**src/hw/rtl/b32cd_pkg.sv**
```systemverilog
// Package for the Crockford base32 decoder: status codes, character classes,
// the character classifier and default constants. No dependencies.

package b32cd_pkg;

    // Default limit on scanned characters per string
    localparam int unsigned MAX_INPUT_DEFAULT = 4096;

    // Register widths and reset values
    localparam int unsigned CFG_W            = 13;
    localparam logic [12:0] CAPACITY_RESET   = 13'd4096;
    localparam logic [12:0] EXPECTED_RESET   = 13'd0;

    // Register indexes
    typedef enum logic {
        REG_OUTPUT_CAPACITY = 1'b0,
        REG_EXPECTED_BYTES  = 1'b1
    } reg_index_t;

    // End-of-string status codes
    typedef enum logic [2:0] {
        ST_OK            = 3'd0,
        ST_CAP_BELOW_EXP = 3'd1,
        ST_TOO_LONG      = 3'd2,
        ST_BAD_CHAR      = 3'd3,
        ST_OUTPUT_FULL   = 3'd4,
        ST_NONZERO_PAD   = 3'd5,
        ST_CHAR_COUNT    = 3'd6,
        ST_BYTE_COUNT    = 3'd7
    } status_t;

    // Characters of note
    localparam logic [7:0] CHAR_NUL   = 8'h00;
    localparam logic [7:0] CHAR_DASH  = 8'h2D;
    localparam logic [7:0] CHAR_SPACE = 8'h20;
    localparam logic [7:0] CHAR_TAB   = 8'h09;
    localparam logic [7:0] CHAR_CR    = 8'h0D;
    localparam logic [7:0] CHAR_LF    = 8'h0A;
    localparam logic [7:0] CHAR_ZERO  = 8'h30;
    localparam logic [7:0] CHAR_NINE  = 8'h39;
    localparam logic [7:0] CHAR_UC_A  = 8'h41;
    localparam logic [7:0] CHAR_UC_Z  = 8'h5A;
    localparam logic [7:0] CHAR_LC_A  = 8'h61;
    localparam logic [7:0] CHAR_LC_Z  = 8'h7A;
    localparam logic [7:0] CASE_DIFF  = 8'd32;

    // Class of one character: skipped, bad, or a 5-bit value
    typedef struct packed {
        logic       skip;
        logic       bad;
        logic [4:0] value;
    } cls_t;

    // Crockford letter table, A at index 0; U is bad, I/L alias 1, O aliases 0
    function automatic cls_t letter_class(input logic [4:0] idx);
        cls_t r;
        r.skip  = 1'b0;
        r.bad   = 1'b0;
        r.value = 5'd0;
        case (idx)
            5'd0:  r.value = 5'd10;
            5'd1:  r.value = 5'd11;
            5'd2:  r.value = 5'd12;
            5'd3:  r.value = 5'd13;
            5'd4:  r.value = 5'd14;
            5'd5:  r.value = 5'd15;
            5'd6:  r.value = 5'd16;
            5'd7:  r.value = 5'd17;
            5'd8:  r.value = 5'd1;
            5'd9:  r.value = 5'd18;
            5'd10: r.value = 5'd19;
            5'd11: r.value = 5'd1;
            5'd12: r.value = 5'd20;
            5'd13: r.value = 5'd21;
            5'd14: r.value = 5'd0;
            5'd15: r.value = 5'd22;
            5'd16: r.value = 5'd23;
            5'd17: r.value = 5'd24;
            5'd18: r.value = 5'd25;
            5'd19: r.value = 5'd26;
            5'd21: r.value = 5'd27;
            5'd22: r.value = 5'd28;
            5'd23: r.value = 5'd29;
            5'd24: r.value = 5'd30;
            5'd25: r.value = 5'd31;
            default: r.bad = 1'b1;
        endcase
        return r;
    endfunction

    // Classify one character (the result is unused for the terminator)
    function automatic cls_t classify(input logic [7:0] c);
        cls_t       r;
        logic [7:0] u;
        r.skip  = 1'b0;
        r.bad   = 1'b0;
        r.value = 5'd0;
        u = ((c >= CHAR_LC_A) && (c <= CHAR_LC_Z)) ? (c - CASE_DIFF) : c;
        if ((c == CHAR_DASH) || (c == CHAR_SPACE) || (c == CHAR_TAB) ||
            (c == CHAR_CR) || (c == CHAR_LF)) begin
            r.skip = 1'b1;
        end else if ((c >= CHAR_ZERO) && (c <= CHAR_NINE)) begin
            r.value = 5'(c - CHAR_ZERO);
        end else if ((u >= CHAR_UC_A) && (u <= CHAR_UC_Z)) begin
            r = letter_class(5'(u - CHAR_UC_A));
        end else begin
            r.bad = 1'b1;
        end
        return r;
    endfunction

endpackage

```
**src/hw/rtl/base32_crockford_decoder_top.sv**
```systemverilog
// Crockford base32 decoder, top level: input stage, decode state, result register.
// Depends on b32cd_pkg.
//
// Usage:
//   s_valid/s_ready/s_text_char carry one character per transfer; a zero
//   character ends the string. m_valid/m_ready carry results: a data byte
//   (m_is_final low) or the end-of-string status (m_is_final high) with the
//   byte count for the string. Skipped, bad and ignored characters give no
//   result. The cfg_* port writes output_capacity (index 0) and
//   expected_bytes (index 1) at any edge with cfg_wr_en high; write only
//   while no string characters are in flight.
//   A taken character is held in the input register; the decode logic
//   then loads the result register from it. The block takes one
//   character per cycle while results are accepted; the result register
//   decouples the two sides.
//   When the receiver stalls, the result register holds, the decode stage
//   waits, and s_ready drops once the input register is also full.
//   Reset clears the string state, sets output_capacity to 4096 and
//   expected_bytes to 0, and empties both registers.

module base32_crockford_decoder_top #(
    parameter int unsigned MAX_INPUT = b32cd_pkg::MAX_INPUT_DEFAULT
) (
    input  logic        aclk,
    input  logic        aresetn,
    // Character input
    input  logic        s_valid,
    output logic        s_ready,
    input  logic [7:0]  s_text_char,
    // Result output
    output logic        m_valid,
    input  logic        m_ready,
    output logic        m_is_final,
    output logic [7:0]  m_data_byte,
    output logic [2:0]  m_status,
    output logic [11:0] m_bytes_out,
    // Configuration writes
    input  logic        cfg_wr_en,
    input  logic        cfg_index,
    input  logic [12:0] cfg_data
);

    // Counter widths follow from the scan limit
    localparam int unsigned SW       = $clog2(MAX_INPUT + 1);
    localparam int unsigned BYTE_MAX = (MAX_INPUT * 5) / 8;
    localparam int unsigned BW       = $clog2(BYTE_MAX + 1);
    localparam int unsigned OW       = (BW > 12) ? BW : 12;
    localparam int unsigned CW       = (BW > 13) ? BW : 13;
    localparam int unsigned VW       = ((SW + 3) > 17) ? (SW + 3) : 17;

    // Configuration registers
    logic [12:0] capacity_reg;
    logic [12:0] expected_reg;

    always_ff @(posedge aclk) begin
        if (!aresetn) begin
            capacity_reg <= b32cd_pkg::CAPACITY_RESET;
            expected_reg <= b32cd_pkg::EXPECTED_RESET;
        end else if (cfg_wr_en) begin
            case (cfg_index)
                b32cd_pkg::REG_OUTPUT_CAPACITY: capacity_reg <= cfg_data;
                b32cd_pkg::REG_EXPECTED_BYTES:  expected_reg <= cfg_data;
                default: ;
            endcase
        end
    end

    // Input stage: terminator flag and character class
    logic             in_valid_reg;
    logic             in_valid_next;
    logic             term_reg;
    b32cd_pkg::cls_t  cls_reg;
    logic             advance;
    logic             fire;
    logic             s_take;

    assign advance = !m_valid || m_ready;
    assign fire    = in_valid_reg && advance;
    assign s_ready = !in_valid_reg || advance;
    assign s_take  = s_valid && s_ready;

    always_comb begin
        in_valid_next = in_valid_reg;
        if (s_take) begin
            in_valid_next = 1'b1;
        end else if (fire) begin
            in_valid_next = 1'b0;
        end
    end

    always_ff @(posedge aclk) begin
        if (!aresetn) begin
            in_valid_reg <= 1'b0;
        end else begin
            in_valid_reg <= in_valid_next;
        end
    end

    always_ff @(posedge aclk) begin
        if (s_take) begin
            term_reg <= (s_text_char == b32cd_pkg::CHAR_NUL);
            cls_reg  <= b32cd_pkg::classify(s_text_char);
        end
    end

    // String state
    logic [11:0] buf_reg,   buf_next;
    logic [2:0]  bcnt_reg,  bcnt_next;
    logic [SW-1:0] scan_reg, scan_next;
    logic [SW-1:0] vcnt_reg, vcnt_next;
    logic [BW-1:0] byte_reg, byte_next;
    logic [2:0]  err_reg,   err_next;

    // Result register
    logic        m_valid_reg,   m_valid_next;
    logic        final_reg,     final_next;
    logic [7:0]  data_reg,      data_next;
    logic [2:0]  status_reg,    status_next;
    logic [11:0] bytes_reg,     bytes_next;

    // Decode helpers
    logic [3:0]    bsum;
    logic [2:0]    bleft;
    logic [11:0]   buf_shift;
    logic [11:0]   pad_mask;
    logic [VW-1:0] v5;
    logic [VW-1:0] e8;
    logic          vcnt_ok;
    logic [CW-1:0] byte_cw;
    logic [CW-1:0] cap_cw;
    logic [CW-1:0] exp_cw;
    logic [OW-1:0] byte_ow;
    logic [OW-1:0] byte_inc_ow;
    logic          cap_bad;

    assign buf_shift = {buf_reg[6:0], cls_reg.value};
    assign bsum      = {1'b0, bcnt_reg} + 4'd5;
    assign bleft     = 3'(bsum - 4'd8);
    assign pad_mask  = ~(12'hFFF << bcnt_reg);
    // 8E <= 5V < 8E + 5 is the same as V == ceil(8E / 5)
    assign v5        = (VW'(vcnt_reg) << 2) + VW'(vcnt_reg);
    assign e8        = VW'(expected_reg) << 3;
    assign vcnt_ok   = (v5 >= e8) && (v5 < (e8 + VW'(5)));
    assign byte_cw   = CW'(byte_reg);
    assign cap_cw    = CW'(capacity_reg);
    assign exp_cw    = CW'(expected_reg);
    assign byte_ow   = OW'(byte_reg);
    assign byte_inc_ow = OW'(byte_reg) + OW'(1);
    assign cap_bad   = (expected_reg != 13'd0) && (capacity_reg < expected_reg);

    // Decode step for one character
    always_comb begin
        logic [2:0] err;
        buf_next     = buf_reg;
        bcnt_next    = bcnt_reg;
        scan_next    = scan_reg;
        vcnt_next    = vcnt_reg;
        byte_next    = byte_reg;
        err_next     = err_reg;
        m_valid_next = m_valid_reg;
        final_next   = final_reg;
        data_next    = data_reg;
        status_next  = status_reg;
        bytes_next   = bytes_reg;
        err          = err_reg;

        if (advance) begin
            m_valid_next = 1'b0;
        end

        if (fire) begin
            if ((err == b32cd_pkg::ST_OK) && cap_bad) begin
                err = b32cd_pkg::ST_CAP_BELOW_EXP;
            end
            err_next = err;

            if (term_reg) begin
                // End of string: final checks, status transfer, clear state
                if ((err == b32cd_pkg::ST_OK) && (bcnt_reg != 3'd0) &&
                    ((buf_reg & pad_mask) != 12'd0)) begin
                    err = b32cd_pkg::ST_NONZERO_PAD;
                end
                if ((err == b32cd_pkg::ST_OK) && (expected_reg != 13'd0)) begin
                    if (!vcnt_ok) begin
                        err = b32cd_pkg::ST_CHAR_COUNT;
                    end else if (byte_cw != exp_cw) begin
                        err = b32cd_pkg::ST_BYTE_COUNT;
                    end
                end
                m_valid_next = 1'b1;
                final_next   = 1'b1;
                data_next    = 8'd0;
                status_next  = err;
                bytes_next   = byte_ow[11:0];
                buf_next     = 12'd0;
                bcnt_next    = 3'd0;
                scan_next    = '0;
                vcnt_next    = '0;
                byte_next    = '0;
                err_next     = b32cd_pkg::ST_OK;
            end else if (err != b32cd_pkg::ST_OK) begin
                // sticky error: character ignored
            end else if (scan_reg >= SW'(MAX_INPUT)) begin
                err_next = b32cd_pkg::ST_TOO_LONG;
            end else begin
                scan_next = scan_reg + SW'(1);
                if (cls_reg.skip) begin
                    // whitespace or dash
                end else if (cls_reg.bad) begin
                    err_next = b32cd_pkg::ST_BAD_CHAR;
                end else begin
                    buf_next  = buf_shift;
                    vcnt_next = vcnt_reg + SW'(1);
                    if (bsum >= 4'd8) begin
                        bcnt_next = bleft;
                        if (byte_cw >= cap_cw) begin
                            err_next = b32cd_pkg::ST_OUTPUT_FULL;
                        end else begin
                            byte_next    = byte_reg + BW'(1);
                            m_valid_next = 1'b1;
                            final_next   = 1'b0;
                            data_next    = 8'(buf_shift >> bleft);
                            status_next  = b32cd_pkg::ST_OK;
                            bytes_next   = byte_inc_ow[11:0];
                        end
                    end else begin
                        bcnt_next = bsum[2:0];
                    end
                end
            end
        end
    end

    always_ff @(posedge aclk) begin
        if (!aresetn) begin
            buf_reg     <= 12'd0;
            bcnt_reg    <= 3'd0;
            scan_reg    <= '0;
            vcnt_reg    <= '0;
            byte_reg    <= '0;
            err_reg     <= b32cd_pkg::ST_OK;
            m_valid_reg <= 1'b0;
        end else begin
            buf_reg     <= buf_next;
            bcnt_reg    <= bcnt_next;
            scan_reg    <= scan_next;
            vcnt_reg    <= vcnt_next;
            byte_reg    <= byte_next;
            err_reg     <= err_next;
            m_valid_reg <= m_valid_next;
        end
    end

    // Result payload
    always_ff @(posedge aclk) begin
        final_reg  <= final_next;
        data_reg   <= data_next;
        status_reg <= status_next;
        bytes_reg  <= bytes_next;
    end

    assign m_valid     = m_valid_reg;
    assign m_is_final  = final_reg;
    assign m_data_byte = data_reg;
    assign m_status    = status_reg;
    assign m_bytes_out = bytes_reg;

endmodule
```
**config.mk**
```make
export PLATFORM = sky130hd
export DESIGN_NAME = base32_crockford_decoder_top
export DESIGN_NICKNAME = d
export VERILOG_FILES = /design/src/hw/rtl/b32cd_pkg.sv /design/src/hw/rtl/base32_crockford_decoder_top.sv
export SDC_FILE = /design/constraint.sdc
export NUM_CORES = 1
export LEC_CHECK = 0
export BUFFER_PORTS_ARGS = -buffer_cell sky130_fd_sc_hd__buf_4
export CAP_MARGIN = 20
export CORE_MARGIN = 2
export CORE_UTILIZATION = 55
export DETAILED_ROUTE_END_ITERATION = 12
export PLACE_DENSITY_LB_ADDON = 0.3
export SYNTH_ARGS = -nofsm -noshare
export SYNTH_HDL_FRONTEND = slang
export SYNTH_SLANG_ARGS = --single-unit
```
**constraint.sdc**
```tcl
create_clock -name aclk -period 3.9 [get_ports aclk]
set_clock_uncertainty 0.05 [all_clocks]
set_input_delay 0.195 -clock aclk [delete_from_list [all_inputs] [get_ports aclk]]
set_output_delay 0.195 -clock aclk [all_outputs]
set_load 0.02 [all_outputs]
```
# After elaboration in Yosys (flattened, before gate mapping)
# Cells that the tools add are included.
[op_classes] eq_ne=35 bitwise_logic=3 n_lt_le_gt_ge=12 n_mux=78 shift=2 n_reduce_logical=38 n_addsub=10
[ops] cell="$mux 12" n=13
[ops] cell="$pmux 5 s23" n=1
[ops] cell="$mux 13" n=8
[ops] cell="$mux 3" n=28
[ops] cell="$mux 8" n=7
[ops] cell="$eq 5x5->1 const B" n=9
[ops] cell="$eq 5x4->1 const B" n=8
[ops] cell="$add 13x1->13 const B" n=2
[ops] cell="$reduce_or 25->1" n=1
[ops] cell="$eq 8x4->1 const B" n=3
[ops] cell="$eq 5x3->1 const B" n=4
[ops] cell="$mux 1" n=19
[ops] cell="$add 16x3->17 const B" n=1
[ops] cell="$lt 16x17->1" n=1
[ops] cell="$add 15x13->16" n=1
[ops] cell="$eq 8x6->1 const B" n=2
[ops] cell="$ge 16x16->1" n=1
[ops] cell="$ge 8x7->1 const B" n=2
[ops] cell="$le 8x7->1 const B" n=2
[ops] cell="$ge 12x13->1" n=1
[ops] cell="$ge 13x13->1 const B" n=1
[ops] cell="$lt 13x13->1" n=1
[ops] cell="$ne 12x13->1" n=1
[ops] cell="$reduce_bool 13->1" n=1
[ops] cell="32 further kinds" n=60
[totals] inputBits=27 ff_bits=116 output_inout_bits=26

# Longest topological paths before layout
# Gate-level depths: netlist of the first run.
[logic_depth] depth_word=15 mapped_depth=16

# Worst setup path before layout of the first run
# No wires, ideal clock.
[synth_path] kind="reg-to-reg" from="register vcnt_reg[2]" to="register status_reg[0], in the netlist m_status[0] (data pin)" slack_ns=0.158 path_stages_with_launch=16 path_buffers=0 setup_ns=0.180 synth_period_minus_slack_ns=3.742 t_required_ns=3.670 arrival_ns=3.512 path_cell_list="dfxtp_1 -> ha_1 -> fa_1 -> a21o_1 -> a21oi_1 -> nand2b_1 -> a211oi_1 -> o31a_1 -> o21ai_0 -> xnor2_1 -> ha_1 -> nand3b_1 -> a2111oi_0 -> o21ai_0 -> or3_1 -> a221oi_1"
[synth_via] elab_chain_len=6 elab_cells_between_ends=7
[synth_lines] item="start, declared" line_no="base32_crockford_decoder_top.sv:110" source="logic [SW-1:0] vcnt_reg, vcnt_next;"
[synth_lines] item="start signal, assigned" line_no="base32_crockford_decoder_top.sv:247" source="vcnt_reg <= vcnt_next;"
[synth_lines] item="$add 15x13->16 (*)" line_no="base32_crockford_decoder_top.sv:141" source="assign v5 = (VW'(vcnt_reg) << 2) + VW'(vcnt_reg);"
[synth_lines] item="$lt 16x17->1 / $ge 16x16->1 (equally long branches)" line_no="base32_crockford_decoder_top.sv:143" source="assign vcnt_ok = (v5 >= e8) && (v5 < (e8 + VW'(5)));"
[synth_lines] item="$logic_and 1x1->1 (*)" line_no="base32_crockford_decoder_top.sv:143"
[synth_lines] item="$mux 3 (*)" line_no="base32_crockford_decoder_top.sv:184" source="if (!vcnt_ok) begin"
[synth_lines] item="$mux 3 (*)" line_no="base32_crockford_decoder_top.sv:183" source="if ((err == b32cd_pkg::ST_OK) && (expected_reg != 13'd0)) begin"
[synth_lines] item="$mux 3 (*)" line_no="base32_crockford_decoder_top.sv:177" source="if (term_reg) begin"
[synth_lines] item="end signal, assigned" line_no="base32_crockford_decoder_top.sv:258" source="status_reg <= status_next;"
[synth_lines] item="end, declared" line_no="base32_crockford_decoder_top.sv:118" source="logic [2:0] status_reg, status_next;"
# Mark *: on every way between the ends. The rest lies on a longest branch, timed or not.
# A chain may end at the register's enable or synchronous reset.

# Worst setup path in the final report of the first run
[layout_path] from="register vcnt_reg[5]" to="register status_reg[0], in the netlist m_status[0] (data pin)"
# The elaborated chain is that of the path after synthesis.

==> results of run 1 <==
[critical path: stages (launching register included)]
cell	delay [ns]
dfxtp_4	0.37
ha_4	0.25
or2_2	0.32
a41oi_2	0.23
nor2b_1	0.07
o21a_1	0.23
o41ai_4	0.39
buf_4	0.17
xnor2_1	0.06
ha_1	0.28
nand4b_1	0.11
a2111oi_2	0.32
o21ai_1	0.15
or3_1	0.34
a221oi_2	0.25
[cell type report]
| cell class | count | area (um^2) |
|---|---|---|
| fillers | 1097 | 4766 |
| multi-input cells | 634 | 4489 |
| flip-flops and latches | 111 | 2556 |
| repair buffers | 74 | 559.3 |
| clock buffers | 9 | 225.2 |
| well taps | 176 | 220.2 |
| inverters | 54 | 202.7 |
| clock inverters | 7 | 66.31 |
[what timing repair did]
action,4_1_cts,5_1_grt
gates resized for setup,4,29
setup endpoints to repair,2,3
pin swaps,0,20
buffers inserted,0,6
hold buffers,0,0
[cell families after synthesis]
| logic type | after synthesis | share of synthesized area |
|---|---|---|
| compound gates | 207 | 0.2040 |
| xor+xnor | 35 | 0.04204 |
| fa+ha+maj | 62 | 0.1074 |
| buf+inv | 94 | 0.05525 |
| flops | 111 | 0.3487 |
| mux | 18 | 0.02557 |
| simple gates | 312 | 0.2171 |
[synth_stat cells (all sizes together), types with 6 or more instances]
cell type  number
nor2           50
a211oi          6
nor2b          10
a21oi          49
or3            10
edfxtp         32
nand3          23
o41ai           6
nor3           19
a32o            9
ha             61
buf            10
nand2b         12
xor2           11
o31ai           9
nand2         120
and3            7
inv            53
o21a            6
clkbuf         30
o211ai         15
a21boi         32
nor4           11
a31oi           8
mux2i          13
nand4          18
xnor2          24
or4            12
dfxtp          79
o21ai          31
[path summary, 6_finish.rpt]
kind,from,end,slack (ns),cells past startpoint
max,vcnt_reg[5],m_status[0],0.14,14
min,cfg_data[12],cap_cw[12],0.01,3
max reg2reg,vcnt_reg[5],m_status[0],0.14,14
min reg2reg,buf_shift[1],buf_reg[1],0.44,1
[where the power goes]
part | leakage, nW | internal [mW] | switching, mW
Sequential | 0.966 | 1.21 | 0.0289
Clock | 0.134 | 0.447 | 0.465
Combinational | 2.08 | 0.120 | 0.173
[per-stage QoR]
stage               setup slack [ns]  TNS (ns)  instance area, um^2
floorplan                     0.1576         0                 7292
global placement            -0.05345  -0.09062                 7823
detailed placement           -0.1103   -0.2110                 7823
CTS                          0.02295         0                 8120
global route                -0.05132  -0.08814                 8319
finish                        0.1422         0                 8319
[routing by layer]
metal	global-route usage	wire length [um]
met1	0.3118	7767
met2	0.3671	7624
met3	0.05268	654
met4	0.06399	248
met5	0	0
==> impl_results.md, run 1 <==
* Status: finished, final reports clean
* First-pass GRT wire length at 26.71 mm
* CP Max Fanout at 3
* Setup CP Type: flip-flop to flip-flop
* Die Y at 119.1 um
* 1st-pass router iterations at 5
* Layout cells sized above 1 at 0.1665
* Num Clock Sinks at between 100 and 150
* Pwr Density at 293.3 nW/um^2
* Share of the synthesized area in the top cell type at 0.2169
* Global route overflow at 0
* Deepest clock path buffer count at 2
* Yosys warns at 0
* Clock Tree Root: clkbuf_16
* Worst vdd ir at 0.2390 mV
* H-tree depth at 3
* Worst EP arrival at 3.90 ns
* #FFs+latches synth at 111
* Dpl hpwl at 11.92 mm
* Clock-pin slew on the worst setup and hold paths at 0.08 ns
* CTS tree: built
* Max Freq at 0.2661 GHz
* Placed cell count at 1043
* Final period util at 0.9635
* Number of synthesized flops with an enable pin at 32
* Worst hold-check path type: input pin to flip-flop
* Slew headroom at 0.3238
* Dominant synthesized flop cell: dfxtp_1
* Vias at 6239
* Worst Tran Pin Value at 1.000 ns
* Total chip power at 2.440 mW
* Final Util at 0.6358
* Antenna violations before repair at 0
* Largest net degree at the start of global routing at 60
* Seq/Total Area, Yosys at 0.3487
* Diode count at 0
* Total CTS buffers at 9
* Leak at roughly 3.2 nW
* CP endpoint kind: flip-flop
* Max-slew violation count at 0
* Synthesized Nets at 928
* Skew-Pair Late Insertion Delay at 0.36 ns
* Commonest cells after routing, fill and taps aside: 118 x nand2_1, 74 x dfxtp_1, 73 x buf_4
* Synth Instances at 839
* RePlAce Congestion at 0.8783
* Ranking of synthesized cells by area: dfxtp_1 22%, edfxtp_1 13%, ha_1 10%, nand2_1 6.2%, a21oi_1 2.9%
* PortBufs at 52
* Commonest non-fill, non-tap cell in the layout: nand2_1
* Residual DRC count at 0
* Die Wd at 119.1 um
* Core Footprint at 13090 um^2
* GRT Overall Usage at 0.2296
* Post-synth ARST share at 0
* Wire per inst at 15.30 um
* Synth-to-layout area growth at 14.09%
* Final hold violation count at 0
* Initial DRC Count at around 510
* Row Count at between 40 and 50
* Initial Util at 0.5573
* Max_cap viols at 0
* Worst Path Required at 4.04 ns
* Fin cells at 1065
* Netlist Area Pre-Place at 7292 um^2
* DIE AREA at 14200 um^2
* Crit start category: flip-flop
* Ports at 53
* Fin nets at 973
* Final min period at 3.758 ns
* Yosys cell types at 79
* Final wirelength at 16.30 mm
* Syn avg cell area at between 8 and 9 um^2
* Vias/cell at 5.858
* Min Hold Slack at 0.01235 ns
* Vias in the first global route at 5690
* Antenna-violating nets left at 0
* Largest area contributor in the netlist: dfxtp_1
* Setup violators final at 0
(Power assumes the default switching activity.)
==> run 2, diff against run 1 <==
ABC_AREA = 1   (was not set)
CORE_UTILIZATION = 56   (was 55)
==> impl_results.md, run 2 <==
* Status: finished, final reports clean
* CP endpoint kind: flip-flop
* Global route overflow at 0
* Net Sw Power at 732.3 uW
* Leak at roughly 3.8 nW
* Share of the synthesized area in the top cell type at 0.2003
* Final min period at around 3.4 ns
* Setup bufs post-CTS at 0
* Max-slew violation count at 0
* Final hold violation count at 0
* Syn avg cell area at 6.882 um^2
* Dominant synthesized flop cell: dfxtp_1
* Total chip power at 2.559 mW
* Final wirelength at 20.15 mm
* Setup CP Type: flip-flop to flip-flop
* Row Count at 43
* Cells on worst reg2reg path at 17
* CP Max Fanout at 7
* R2R Path End: m_status[1]
* #FFs+latches synth at 111
* Sequential share of power at 0.491
* Cell family with most CP delay: simple AND/OR/NAND/NOR gates
* Num Clock Sinks at between 100 and 150
* Commonest non-fill, non-tap cell in the layout: nand2_1
* Largest net degree at the start of global routing at 44
* Worst vdd ir at 0.2192 mV
* Max_cap viols at 0
* Fin nets at 1268
* DIE AREA at 15060 um^2
* Die Wd at around 120 um
* Hold endpoint: cap_cw[12]
* CP max stage delay at 0.41 ns
* Deepest clock path buffer count at 2
* RePlAce Congestion at 0.9514
* Synth Instances at 1147
* Max Freq at 0.2932 GHz
* Clock Tree Root: clkbuf_16
* Post_cts resized at 0
* CTS Hold Bufs at 0
* Worst Path Required at 4.02 ns
* Wire per inst at 14.78 um
* FF-to-FF Start: vcnt_reg[2]
* Fin Setup TNS at 0 ns
* Worst EP arrival at 3.54 ns
* Most instantiated library cell after synthesis: nand2_1
* Netlist Area Pre-Place at 7894 um^2
* Dpl hpwl at 14.83 mm
* Diode count at 0
* Post-synth ARST share at 0
* Clock power frac at 0.333
* Crit path cell chain: ha_1, fa_1, nand3_1, nand2_1, a21oi_1, o21ai_0, xnor2_1, inv_1, ha_1, inv_1, nor3_1, and2_1, nor3b_1, nor2_1, nand3_1, nand2_1, a21oi_1
* Ranking of synthesized cells by area: dfxtp_1 20%, edfxtp_1 12%, nand2_1 12%, ha_1 9.7%, a21oi_1 6.8%
* Core Footprint at 13830 um^2
* Total CTS buffers at 9
* Residual DRC count at 0
* Crit start category: flip-flop
* R2R setup slack at 0.49 ns
* Clock-pin slew on the worst setup and hold paths at 0.07 ns
* CTS tree: built
* Comb power frac at 0.176
* H-tree depth at 3
* Initial DRC Count at 710
* Worst hold-check path type: input pin to flip-flop
* Crit path max-delay cell type: fa_1
* Vias/cell at ~5.6
* Number of synthesized flops with an enable pin at 32
* Slew headroom at 0.3876
* Ports at 53
* Final period util at 0.8747
* Initial Util at 0.5709
* GRT Overall Usage at 0.2746
* Switching share of power at 0.2862
* First-pass GRT wire length at ~33 mm
* CP Buf/Inv Count at 2
* Int Pwr at 1.826 mW
* Fillcell total at 1276
* Vias at 7620
* Seq/Total Area, Yosys at 0.3221
* Layout cells sized above 1 at 0.07946
* Vias in the first global route at slightly below 7000
* Placed cell count at 1347
* Reg area at ~2500 um^2
* RSZ-0062 raised after global routing: false
* 1st-pass router iterations at 6
* Setup violators final at 0
* Skew-Pair Late Insertion Delay at 0.36 ns
* Largest area contributor in the netlist: dfxtp_1
* Top cells by count, synth: 251 x nand2_1, 135 x inv_1, 125 x nor2_1, 108 x a21oi_1, 94 x nand3_1
* PortBufs at 52
* Pwr Density at 296.0 nW/um^2
* Multi-input logic area at 4627 um^2
* Antenna-violating nets left at 0
* Synth-to-layout area growth at 9.510%
* Yosys warns at 0
* Antenna violations before repair at 0
* Worst Tran Pin Value at 0.9154 ns
* Min-Delay Path Depth at 3
* Die Y at 122.7 um
* Synthesized Nets at 1236
* Fin cells at approximately 1400
* Yosys cell types at 53
* Min-delay src: cfg_data[12]
* Commonest cells after routing, fill and taps aside: 251 x nand2_1, 135 x inv_1, 125 x nor2_1
run 2: changes by cell type after synthesis, moves of 10 or more:
| cell | before | now |
|---|---|---|
| a21boi_0 | 27 | 3 |
| nand2_1 | 120 | 251 |
| or4_1 | 12 | 1 |
| xor2_1 | 11 | 23 |
| nand3_1 | 23 | 94 |
| clkbuf_1 | 30 | 20 |
| xnor2_1 | 24 | 6 |
| nor2_1 | 50 | 125 |
| o21ai_0 | 27 | 82 |
| or3_1 | 10 | 0 |
| a21oi_1 | 42 | 108 |
| nand2b_1 | 11 | 0 |
| inv_1 | 53 | 135 |
run 2: layer usage:
metal | GRT usage | part of all wire | vias up
li1 | - | - | 3874
met1 | 0.3469 | 0.44 | 3457
met2 | 0.4686 | 0.48 | 244
met3 | 0.03532 | 0.047 | 45
met4 | 0.1193 | 0.031 | 0
met5 | 0 | 0 | -
run 2: cell families (layout without fill, tap and decap cells):
group	Yosys count	count (layout)	synth area share
fa+ha+maj	62	62	0.09922
xor+xnor	29	29	0.03218
buf+inv	181	217	0.09177
simple gates	530	530	0.2913
flops	111	111	0.3221
mux	4	4	0.005072
compound gates	230	230	0.1583
run 2: per-stage QoR:
step	hold WS [ns]	cell area, um^2	util	setup WS [ns]
2_1_floorplan	0.2754	7894	-	0.8940
3_3_place_gp	0.3750	8356	0.6043	0.6732
3_5_place_dp	0.3890	8356	0.6043	0.5696
4_1_cts	0.01873	8617	0.6232	0.5418
5_1_grt	0.02615	8645	0.6252	0.1582
6_report	0.02537	8645	0.6252	0.4888
run 2: power groups by stage:
stage	Clock, mW	Sequential [mW]	Combinational [mW]
final	0.852	1.26	0.450
after detailed placement	0	1.28	0.438
after global routing	0.900	1.26	0.511
after CTS	0.866	1.26	0.441
after global placement	0	1.28	0.430
after floorplan	0	1.28	0.317
run 2: layout make-up:
type                            instances  share of cell area
Clock inverter                          1           0.0008684
Inverter                              146             0.06340
Tap cell                              180             0.02605
Sequential cell                       111              0.2941
Multi-Input combinational cell        855              0.5352
Timing Repair Buffer                   56             0.05095
Clock buffer                           14             0.02938
run 2: tightest hold or removal path, cell delays in order:
cell and delay, ns:
buf_4 0.09, nand2_1 0.04, o211ai_1 0.07
run 2: worst max-delay path by stage:
stage	from	to	slack, ns	depth (start not counted)
after CTS	vcnt_reg[2]	m_status[1]	0.54	17
after global placement	vcnt_reg[2]	m_status[2]	0.67	17
after global routing	vcnt_reg[4]	m_status[1]	0.16	18
after detailed placement	vcnt_reg[2]	m_status[1]	0.57	17
final	vcnt_reg[2]	m_status[1]	0.49	17
after floorplan	vcnt_reg[2]	m_status[1]	0.89	17
==> run 3, diff against run 2 <==
--- a/config.mk
+++ b/config.mk
@@ -13,4 +13,5 @@
 export DETAILED_ROUTE_END_ITERATION = 12
 export PLACE_DENSITY_LB_ADDON = 0.3
+export SKIP_LAST_GASP = 1
 export SYNTH_ARGS = -nofsm -noshare
 export SYNTH_HDL_FRONTEND = slang
==> constraint.sdc (replaced) <==
create_clock -name aclk -period 3.9 [get_ports aclk]
set_clock_uncertainty 0.05 [all_clocks]
set_input_delay 0.78 -clock aclk [delete_from_list [all_inputs] [get_ports aclk]]
set_output_delay 0.78 -clock aclk [all_outputs]
set_load 0.02 [all_outputs]
==> impl_results.md, run 3 (synthesis results as in run 2) <==
* Vias at 7607
* CP max stage delay at 0.41 ns
* Reg area at approximately 2500 um^2
* Global route overflow at 0
* GRT Overall Usage at 0.2730
* Skew-Pair Late Insertion Delay at 0.36 ns
* Final min period at roughly 3.3 ns
* Initial DRC Count at 602
* Setup bufs post-CTS at 0
* Min-delay src: err_reg[2]
* Clock-pin slew on the worst setup and hold paths at about 0.07 ns
* Clock Tree Root: clkbuf_16
* CTS tree: built
* Final Cell Area at around 8700 um^2
* R2R Path End: m_status[2]
* Layout cells sized above 1 at 0.08108
* Worst setup margin at 0.5662 ns
* Setup violators final at 0
* Die Y at ~120 um
* Max-slew violation count at 0
* H-tree depth at 3
* Crit path cell chain: ha_1, fa_1, nand3_1, nand2_1, a21oi_1, o21ai_0, xnor2_1, inv_1, ha_1, inv_1, nor3_1, and2_1, nor3b_1, nor2_1, nand3_1, nand2_1, a21oi_1
* Wire per inst at 14.45 um
* Post-Place Worst Slack at around 0.62 ns
* Largest net degree at the start of global routing at 43
* Post_cts resized at 0
* Worst Path Required at 4.06 ns
* Row Count at 43
* Slew headroom at 0.4935
* Fin Setup TNS at 0 ns
* Final hold violation count at 0
* Cell family with most CP delay: adder cells
* Status: finished, final reports clean
* Hold endpoint: err_reg[2]
* Total CTS buffers at 9
* Multi-input logic area at 4627 um^2
* Crit path from: vcnt_reg[2]
* Deepest clock path buffer count at 2
* Commonest non-fill, non-tap cell in the layout: nand2_1
* Dpl hpwl at 14.64 mm
* CP Buf/Inv Count at 2
* Worst Tran Pin Value at 0.7578 ns
* Diode count at 0
* Final period util at 0.8548
* Pwr Density at 297.0 nW/um^2
* DP Area at approximately 8400 um^2
* Ports at 53
* Leak at approximately 3.8 nW
* Antenna violations before repair at 0
* First-pass GRT wire length at 32.66 mm
* Residual DRC count at 0
* Cells on worst reg2reg path at 17
* CP endpoint kind: flip-flop
* Vias in the first global route at approximately 7000
* Fillcell total at about 1200
* Setup CP Type: flip-flop to flip-flop
* Final Util at 0.6256
* CTS Hold Bufs at 0
* RSZ-0062 raised after global routing: false
* Worst vdd ir at 0.2266 mV
* Worst hold-check path type: flip-flop to flip-flop
* CP Max Fanout at 7
* Core Footprint at roughly 14000 um^2
* Vias/cell at 5.577
* DIE AREA at 15060 um^2
* Max Freq at roughly 0.3 GHz
* Crit start category: flip-flop
* R2R setup slack at 0.57 ns
* Initial Util at 0.5709
* Final wirelength at 19.71 mm
* Worst EP arrival at 3.50 ns
* Antenna-violating nets left at 0
* Fin nets at between 1000 and 1500
* 1st-pass router iterations at 6
* Commonest cells after routing, fill and taps aside: 251 x nand2_1, 135 x inv_1, 125 x nor2_1
* RePlAce Congestion at 0.9339
* Synth-to-layout area growth at 9.590%
* Max_cap viols at 0
* Num Clock Sinks at 111
* FF-to-FF Start: vcnt_reg[2]
* Die Wd at 122.7 um
* Crit path max-delay cell type: fa_1
* PortBufs at 52
* Min-Delay Path Depth at 2
-- run 3: cell types whose count changed in the layout (fill, tap and decap cells not counted), sizes merged --
cell,previous run,this run
clkinv,4,9
clkbuf,14,11
clkinvlp,1,0
-- run 3: report_power, final --
part	total [mW]	switching [mW]	internal [mW]
clock	0.866	0.431	0.435
sequential	1.26	0.0355	1.22
combinational	0.445	0.291	0.154
total	2.57	0.758	1.81
-- run 3: per-layer routing --
metal / vias to the layer above / part of all wire / global-route usage
met2: 282 / 0.47 / 0.4565
met1: 3386 / 0.43 / 0.3429
met3: 50 / 0.062 / 0.03996
li1: 3889 / - / -
met4: 0 / 0.040 / 0.1351
met5: - / 0 / 0
-- run 3: area by class of cell --
cell class                 count  share of cell area
timing repair buffer          56             0.05091
sequential                   111              0.2939
multi-input combinational    855              0.5349
clock inverter                 5            0.004050
inverter                     146             0.06335
tap                          180             0.02603
clock buffer                  11             0.02690
-- run 3: worst min-delay path, delay by kind of cell (launching register included) --
family | cells | cell delay, ns
flip-flops | 1 | 0.30
buffers and inverters | 1 | 0.07
AO/OA/AOI/OAI | 1 | 0.07
-- run 3: worst max-delay path by stage --
| stage | depth (start not counted) | endpoint |
|---|---|---|
| floorplan | 17 | m_status[1] |
| global placement | 17 | m_status[2] |
| detailed placement | 17 | m_status[2] |
| CTS | 17 | m_status[2] |
| global route | 17 | m_status[2] |
| finish | 17 | m_status[2] |
-- run 3: stage by stage --
step | instances | total power, mW | hold WS [ns]
after floorplan | 1147 | 1.594 | 0.3706
after global placement | 1347 | 1.710 | 0.4154
after detailed placement | 1347 | 1.717 | 0.4284
after CTS | 1363 | 2.574 | 0.4391
after global routing | 1364 | 2.684 | 0.4758
final | 1364 | 2.569 | 0.4407
